`config.mk`:
```
export PLATFORM = sky130hd
export DESIGN_NAME = pit_ctrl
export DESIGN_NICKNAME = d
export VERILOG_FILES = /design/src/rtl/core/pit_pkg.sv /design/src/rtl/core/pit_ctrl.sv
export SDC_FILE = /design/constraint.sdc
export NUM_CORES = 1
export LEC_CHECK = 0
export ABC_CLOCK_PERIOD_IN_PS = 3730
export CAP_MARGIN = 25
export CELL_PAD_IN_SITES_DETAIL_PLACEMENT = 1
export CELL_PAD_IN_SITES_GLOBAL_PLACEMENT = 1
export CORE_UTILIZATION = 50
export CTS_BUF_LIST = sky130_fd_sc_hd__clkbuf_4 sky130_fd_sc_hd__clkbuf_8
export DETAILED_ROUTE_END_ITERATION = 12
export DONT_BUFFER_PORTS = 1
export PLACE_DENSITY = 0.87
export SLEW_MARGIN = 40
export SYNTH_ARGS = -nofsm -noshare
export SYNTH_HDL_FRONTEND = slang
export SYNTH_SLANG_ARGS = --single-unit
export TNS_END_PERCENT = 50
```
`constraint.sdc`:
```
create_clock -name clk -period 3.73 [get_ports clk]
set_input_delay 0.373 -clock clk [delete_from_list [all_inputs] [get_ports clk]]
set_output_delay 0.373 -clock clk [all_outputs]
set_load 0.05 [all_outputs]
```
`src/rtl/core/pit_pkg.sv`:
```
// ----------------------------------------------------------------------------
// pit_pkg
// Shared constants, codes and types of the pending-interest table engine.
// ----------------------------------------------------------------------------
package pit_pkg;

    localparam int TABLE_ENTRIES  = 64;
    localparam int MAX_REQUESTERS = 8;
    localparam int EMIT_LIMIT     = 8;

    localparam int SLOT_W     = $clog2(TABLE_ENTRIES);
    localparam int REQ_W      = $clog2(MAX_REQUESTERS);
    localparam int RCNT_W     = $clog2(MAX_REQUESTERS + 1);
    localparam int REQ_ADDR_W = SLOT_W + REQ_W;

    localparam int FUNC_W   = 3;
    localparam int KEY_W    = 64;
    localparam int PORT_W   = 16;
    localparam int TIME_W   = 48;
    localparam int HOP_W    = 8;
    localparam int IDX_W    = 6;
    localparam int MAXOUT_W = 4;
    localparam int STATUS_W = 2;
    localparam int COUNT_W  = 7;

    localparam logic [FUNC_W-1:0] FUNC_INSERT  = 3'd0;
    localparam logic [FUNC_W-1:0] FUNC_FIND    = 3'd1;
    localparam logic [FUNC_W-1:0] FUNC_CONSUME = 3'd2;
    localparam logic [FUNC_W-1:0] FUNC_EXPIRE  = 3'd3;
    localparam logic [FUNC_W-1:0] FUNC_COUNT   = 3'd4;

    localparam logic [STATUS_W-1:0] ST_OK        = 2'd0;
    localparam logic [STATUS_W-1:0] ST_BAD       = 2'd1;
    localparam logic [STATUS_W-1:0] ST_FULL      = 2'd2;
    localparam logic [STATUS_W-1:0] ST_NOT_FOUND = 2'd3;

    typedef struct packed {
        logic [KEY_W-1:0]  key;
        logic [TIME_W-1:0] expiry;
        logic [HOP_W-1:0]  max_hop;
        logic [RCNT_W-1:0] req_count;
    } entry_t;

    typedef struct packed {
        logic accept;
        logic ent_rd;
        logic ent_sel_scan;
        logic scan_eval;
        logic req_rd;
        logic agg_eval;
        logic cons_eval;
        logic finish;
        logic emit;
    } cmd_t;

    typedef struct packed {
        logic hit;
        logic agg_reqs;
        logic scan_last;
        logic req_match;
        logic agg_end;
        logic cons_emit;
        logic emit_last;
        logic out_free;
    } sts_t;

endpackage

```
`src/rtl/core/pit_ctrl.sv`:
```
// ----------------------------------------------------------------------------
// pit_ctrl
// Sequencer that steps the datapath through scans, list walks and emits.
// ----------------------------------------------------------------------------
module pit_ctrl
(
    input  logic                       clk,
    input  logic                       rst_n,
    input  logic                       in_valid,
    input  logic [pit_pkg::FUNC_W-1:0] in_func,
    output logic                       in_ready,
    input  pit_pkg::sts_t              sts,
    output pit_pkg::cmd_t              cmd
);

    typedef enum logic [9:0] {
        S_IDLE     = 10'b0000000001,
        S_SCAN_RD  = 10'b0000000010,
        S_SCAN_CHK = 10'b0000000100,
        S_AGG_RD   = 10'b0000001000,
        S_AGG_CHK  = 10'b0000010000,
        S_FINISH   = 10'b0000100000,
        S_CONS_RD  = 10'b0001000000,
        S_CONS_CHK = 10'b0010000000,
        S_EMIT_RD  = 10'b0100000000,
        S_EMIT     = 10'b1000000000
    } state_t;

    state_t state_reg;
    state_t state_next;

    always_ff @(posedge clk or negedge rst_n)
    begin
        if (!rst_n)
        begin
            state_reg <= S_IDLE;
        end
        else
        begin
            state_reg <= state_next;
        end
    end

    always_comb
    begin
        cmd        = '0;
        in_ready   = 1'b0;
        state_next = state_reg;
        unique case (state_reg)
            S_IDLE:
            begin
                in_ready = 1'b1;
                if (in_valid)
                begin
                    cmd.accept = 1'b1;
                    priority if (in_func == pit_pkg::FUNC_CONSUME)
                    begin
                        state_next = S_CONS_RD;
                    end
                    else if (in_func == pit_pkg::FUNC_INSERT || in_func == pit_pkg::FUNC_FIND ||
                             in_func == pit_pkg::FUNC_EXPIRE || in_func == pit_pkg::FUNC_COUNT)
                    begin
                        state_next = S_SCAN_RD;
                    end
                    else
                    begin
                        state_next = S_FINISH;
                    end
                end
            end
            S_SCAN_RD:
            begin
                cmd.ent_rd       = 1'b1;
                cmd.ent_sel_scan = 1'b1;
                state_next       = S_SCAN_CHK;
            end
            S_SCAN_CHK:
            begin
                cmd.scan_eval = 1'b1;
                priority if (sts.hit && sts.agg_reqs)
                begin
                    state_next = S_AGG_RD;
                end
                else if (sts.hit || sts.scan_last)
                begin
                    state_next = S_FINISH;
                end
                else
                begin
                    state_next = S_SCAN_RD;
                end
            end
            S_AGG_RD:
            begin
                cmd.req_rd = 1'b1;
                state_next = S_AGG_CHK;
            end
            S_AGG_CHK:
            begin
                cmd.agg_eval = 1'b1;
                state_next   = (sts.req_match || sts.agg_end) ? S_FINISH : S_AGG_RD;
            end
            S_FINISH:
            begin
                if (sts.out_free)
                begin
                    cmd.finish = 1'b1;
                    state_next = S_IDLE;
                end
            end
            S_CONS_RD:
            begin
                cmd.ent_rd = 1'b1;
                state_next = S_CONS_CHK;
            end
            S_CONS_CHK:
            begin
                cmd.cons_eval = 1'b1;
                state_next    = sts.cons_emit ? S_EMIT_RD : S_FINISH;
            end
            S_EMIT_RD:
            begin
                cmd.req_rd = 1'b1;
                state_next = S_EMIT;
            end
            S_EMIT:
            begin
                if (sts.out_free)
                begin
                    cmd.emit   = 1'b1;
                    state_next = sts.emit_last ? S_IDLE : S_EMIT_RD;
                end
            end
            default:
            begin
                state_next = S_IDLE;
            end
        endcase
    end

endmodule

```
==> results of run 1 <==
## cell type report
type / count / area, µm²
Multi-Input combinational cell: 67 / 523
Fill cell: 180 / 633
Sequential cell: 10 / 251
Clock buffer: 4 / 36.3
Inverter: 8 / 30.0
Timing Repair Buffer: 5 / 47.5
Tap cell: 16 / 20.0
## placed cells by master (no fill, tap or decap), drive strengths merged, types with 2 or more instances in the layout
cell type | Yosys | routed
inv | 8 | 8
dfrtp | 9 | 9
o21ai | 3 | 3
or3 | 4 | 4
xnor2 | 3 | 3
nor4b | 2 | 2
buf | 5 | 4
or4 | 3 | 3
nor4 | 6 | 6
nor2 | 13 | 13
a2bb2oi | 2 | 2
mux2i | 2 | 2
and2 | 2 | 2
nand3 | 3 | 3
clkbuf | 0 | 4
nor3 | 5 | 5
## synth_stat cells, types with 2 or more instances
| master | count |
|---|---|
| nor4_1 | 3 |
| mux2i_1 | 2 |
| dfrtp_1 | 9 |
| inv_1 | 8 |
| or4_4 | 2 |
| or3_1 | 2 |
| nor4_4 | 2 |
| nor4b_1 | 2 |
| buf_6 | 2 |
| nor2_1 | 12 |
| xnor2_1 | 3 |
| buf_2 | 2 |
| o21ai_0 | 2 |
| nand3_1 | 3 |
| a2bb2oi_1 | 2 |
| nor3_1 | 5 |
| or3_4 | 2 |
| and2_1 | 2 |
## timing repair
action                     in CTS  in global routing
hold buffers                    1                  0
gates resized for setup         0                  0
setup endpoints to repair       0                  0
buffers inserted                0                  0
hold endpoints to repair       10                  0
## final timing paths
kind	start	end	slack, ns	cells after the start
worst max register to register	state_reg[3]	state_reg[0]	1.27	5
min in group asynchronous	rst_n	state_reg[7]	0.48	1
worst min register to register	state_reg[6]	state_reg[7]	0.63	2
max in group asynchronous	rst_n	state_reg[0]	2.87	1
worst max-delay path	state_reg[5]	cmd[8]	0.97	4
worst min-delay path	sts[2]	state_reg[8]	0.26	2
## worst max-delay path: cells and delay by family (launching register included)
| kind | cells | cell delay (ns) |
|---|---|---|
| AND/OR/NAND/NOR | 3 | 1.18 |
| flip-flops | 1 | 0.50 |
| buffers and inverters | 1 | 0.42 |
## cells by family after synthesis
| kind of cell | share of synthesized area, % |
|---|---|
| simple gates | 38.8 |
| compound gates | 14.8 |
| mux | 3.74 |
| xor+xnor | 4.19 |
| buf+inv | 8.38 |
| flops | 30.1 |
## where the power goes
| group | switching [mW] | internal (mW) |
|---|---|---|
| clock | 0.0446 | 0.0594 |
| combinational | 0.229 | 0.128 |
| sequential | 0.0460 | 0.129 |
| total | 0.320 | 0.316 |
## metal layers
metal  global-route usage (%)  share of wire (%)  vias to the layer above
met2                     49.7                 52                       26
met1                     35.2                 42                      376
met4                     10.0                2.0                        0
li1                         -                  -                      342
met3                     4.26                3.5                        6
met5                        0                  0                        -
==> impl_metrics.py, run 1 <==
metrics = {
    "run_status": {
        "status": "finished, final reports clean",
    },
    "clocking": {
        "cts_tree": "built",
        "clockRootBuffer": "clkbuf_4",
        "numClockSinks": 10,
        "clkTransAtPathRegs_ns": 0.09,
        "insertion_delay_ns": 0.28,
        "cts_buffers": 3,
        "ctsHtreeMaxLevel": 1,
        "cts_buffer_depth": 2,
    },
    "synthesis": {
        "yosys_warnings": 0,
        "yosysSeqAreaShare_pct": 30.1,
        "ys_types": 43,
        "async_flop_share_pct": 100,
        "ys_ff_latch": 10,
        "ys.flop_type": "dfrtp_1",
        "synth_edf_count": 0,
        "synth_area_leaders": "dfrtp_1 (27%), nor2_1 (5.4%), nor4_4 (5.1%)",
        "syn_nets": 104,
        "syn_inst": 90,
        "syn_avg_cell_area_um2": 9.29,
        "synth_area_leader_cell": "dfrtp_1",
        "syn_area_um2": 836,
        "yosys.area.top_type_share_pct": 26.9,
    },
    "routing": {
        "vias": 750,
        "ant_nets": 0,
        "dr.pass1.iters": 4,
        "drt-wirelength-per-cell_um": 21.4,
        "drt-initial-drc-count": 11,
        "routed_via_density": 6.82,
        "drt_wl_total_um": 2350,
        "drc": 0,
    },
    "sta": {
        "final-setup-viol-count": 0,
        "fin_skew_ns": 0.0167,
        "tightest_slew_ns": 0.869,
        "final.period_utilization_pct": 73.9,
        "period_needed_ns": 2.76,
        "drv_slew": 0,
        "finalHoldViolCount": 0,
        "fmax_ghz": 0.363,
        "hold_ws_ns": 0.259,
        "rsz0062_at_grt": "false",
        "layout_setup_ws_ns": 0.972,
        "slew_headroom_pct": 41.9,
        "fin_setup_tns_ns": 0,
    },
    "critical_path": {
        "path_cells": "nor4_2 -> nand3_1 -> inv_1 -> and2_1",
        "slowest_delay_ns": 0.53,
        "arrival_ns": 2.38,
        "cp_slowest_cell": "and2_1",
        "endpoint_kind": "output port",
        "startpoint_type": "flop",
        "crit_type": "reg -> out",
        "cp.required_ns": 3.36,
        "crit_fanout": 9,
    },
    "floorplan": {
        "num_rows": 14,
        "die_x_um": 42.9,
        "die_area_um2": 1840,
        "die_h_um": 42.9,
        "start_util_pct": 54.2,
        "core_um2": 1540,
        "num_io_pins": 24,
    },
    "global_route": {
        "grtUsageTotal_pct": 28.5,
        "grt_pass1_wl_um": 3820,
        "first_global_vias": 788,
        "grt_max_degree": 13,
        "grt_overflow": 0,
        "antenna_found_initial": 0,
    },
    "place": {
        "pre_cts_ws_ns": 1.33,
        "hpwl_um": 1730,
        "dp.cells": 105,
        "numPortBuffers": 0,
        "place_area_um2": 860,
        "routabilityCongestion": 0.836,
    },
    "layout": {
        "largest_register_ffs": 10,
        "final_util_pct": 58.9,
        "stdcell_area_um2": 908,
        "fin_cells": 110,
        "nets": 109,
        "drive_gt1_share_pct": 23.4,
        "n_antenna_cell": 0,
        "syn2layout_area_growth_pct": 8.68,
    },
    "worst_hold_path": {
        "min_path_type": "in -> reg",
    },
    "power_and_ir_drop": {
        "finalPower_mw": 0.636,
        "powerDensity_nw_per_um2": 700,
        "peakVddDrop_mv": 0.437,
        "leakage_nw": 0.386,
    },
    "run": {
        "cap_viol_max_count": 0,
    },
}
(Power assumes the default switching activity.)
==> run 2, diff against run 1 <==
ABC_CLOCK_PERIOD_IN_PS = 2400   (was 3730)
CORE_ASPECT_RATIO = 0.7   (was not set)
CORE_UTILIZATION = 43   (was 50)
PLACE_DENSITY = 0.8   (was 0.87)
clock period = 2.4 ns   (was 3.73 ns; I/O delays follow)
==> run 2 against run 1 <==
  * Clock skew down 0.0085 ns
  * Register-to-register slack worse by 1.1 ns
  * Die area up 16%
  * Cell count up 15%
  * Sequential cell count unchanged
  * Critical path type unchanged
  * Highest routed layer unchanged
==> impl_metrics.py, run 2 (synthesized netlist as in run 1, its figures left out) <==
metrics = {
    "critical_path": {
        "arrival_ns": 2.11,
        "endpoint_kind": "output port",
        "critPathTopFamily": "simple AND/OR/NAND/NOR gates",
        "cp_slowest_cell": "or4_4",
        "crit_fanout": 5,
        "crit_type": "reg -> out",
        "path_buf_inv": 1,
        "slowest_delay_ns": 0.57,
        "path_cells": "or4_4 -> or3_1 -> nor4_4 -> buf_6",
        "cp.required_ns": 2.16,
        "startpoint_type": "flop",
    },
    "clocking": {
        "ctsHtreeMaxLevel": 1,
        "clockRootBuffer": "clkbuf_4",
        "cts_tree": "built",
        "cts_buffers": 3,
        "clkTransAtPathRegs_ns": 0.07,
        "numClockSinks": 10,
        "insertion_delay_ns": 0.28,
        "cts_buffer_depth": 2,
    },
    "sta": {
        "period_needed_ns": 2.35,
        "drv_slew": 0,
        "finalHoldViolCount": 0,
        "final.period_utilization_pct": 97.9,
        "final-setup-viol-count": 0,
        "fin_skew_ns": 0.00812,
        "fmax_ghz": 0.426,
        "layout_setup_ws_ns": 0.0516,
        "slew_headroom_pct": 67.6,
        "tightest_slew_ns": 0.485,
    },
    "power_and_ir_drop": {
        "p_int_mw": 0.545,
        "p_seq_share_pct": 25.6,
        "power_frac_comb_pct": 59.6,
        "switching_share_pct": 48.6,
        "powerDensity_nw_per_um2": 1060,
        "leakage_nw": 0.441,
        "peakVddDrop_mv": 0.627,
        "p_clk_share_pct": 14.9,
        "p_switching_mw": 0.514,
    },
    "global_route": {
        "grt_pass1_wl_um": 3730,
        "grt_overflow": 0,
        "first_global_vias": 738,
        "grt_max_degree": 12,
        "grtUsageTotal_pct": 26.6,
        "antenna_found_initial": 0,
    },
    "routing": {
        "drt_wl_total_um": 2790,
        "dr.pass1.iters": 4,
        "drc": 0,
        "routed_via_density": 6.33,
        "vias": 797,
        "ant_nets": 0,
        "drt-wirelength-per-cell_um": 22.2,
        "drt-initial-drc-count": 32,
    },
    "floorplan": {
        "die_area_um2": 2130,
        "die_h_um": 38.9,
        "die_x_um": 54.7,
        "core_um2": 1700,
        "start_util_pct": 49.3,
        "num_rows": 12,
        "num_io_pins": 24,
    },
    "place": {
        "numPortBuffers": 0,
        "dp.cells": 116,
        "routabilityCongestion": 0.891,
        "hpwl_um": 1890,
        "pre_cts_ws_ns": 0.289,
        "place_area_um2": 912,
    },
    "layout": {
        "layout_common_cells": "buf_4 (14), nor2_1 (12), inv_1 (8)",
        "fin_cells": 126,
        "drive_gt1_share_pct": 32.4,
        "syn2layout_area_growth_pct": 19.9,
        "largest_register_ffs": 10,
        "mostFrequentLayoutCell": "buf_4",
        "nets": 120,
        "n_antenna_cell": 0,
        "stdcell_area_um2": 1000,
    },
    "run_status": {
        "status": "finished, final reports clean",
    },
    "run": {
        "cap_viol_max_count": 0,
    },
    "worst_hold_path": {
        "min_path_type": "in -> reg",
    },
}
run 2: cell count changes in the layout (fill, tap and decap cells not counted), sizes merged:
cell / delta
buf: +11
run 2: per-layer routing:
metal	up-vias	global-route usage, %	share of wire [%]
met5	-	0	0
met4	0	4.49	2.9
met3	11	9.02	5.3
met2	31	39.5	45
met1	390	37.1	46
li1	365	-	-
run 2: timing repair:
| item | 4_1_cts | 5_1_grt |
|---|---|---|
| endpoints found under the hold margin | 10 | 0 |
| buffers inserted | 0 | 5 |
| resized for setup | 2 | 1 |
| gates cloned | 0 | 0 |
| setup endpoints to repair | 1 | 1 |
| hold buffers | 1 | 0 |
run 2: area by class of cell:
| class | instances | area, µm² |
|---|---|---|
| clock buffer | 4 | 36.3 |
| tap | 21 | 26.3 |
| inverter | 8 | 30.0 |
| fill | 203 | 694 |
| multi-input combinational | 67 | 529 |
| sequential | 10 | 254 |
| timing repair buffer | 16 | 126 |
run 2: metrics by stage:
step	hold slack, ns	util, %	TNS (ns)	power, mW
after floorplan	-0.0556	-	0	0.739
after global placement	-0.0554	53.8	0	0.838
after detailed placement	-0.0553	53.8	0	0.849
after CTS	0.148	56.8	0	1.02
after global routing	0.152	59.1	-0.0136	1.11
final	0.160	59.1	0	1.06
run 2: power groups by stage:
stage / sequential, mW / clock, mW / combinational [mW]
after floorplan: 0.226 / 0 / 0.513
after global placement: 0.274 / 0 / 0.565
after detailed placement: 0.274 / 0 / 0.575
after CTS: 0.272 / 0.159 / 0.586
after global routing: 0.273 / 0.170 / 0.671
final: 0.271 / 0.157 / 0.631
run 2: path summary, 6_finish.rpt:
path | slack, ns | start | endpoint | cells after the start
min in group asynchronous | 0.35 | rst_n | state_reg[3] | 1
max | 0.05 | state_reg[4] | cmd[4] | 4
min reg2reg | 0.58 | state_reg[9] | state_reg[7] | 2
max reg2reg | 0.17 | state_reg[4] | state_reg[5] | 6
max in group asynchronous | 1.68 | rst_n | state_reg[0] | 1
min | 0.16 | sts[6] | state_reg[3] | 1
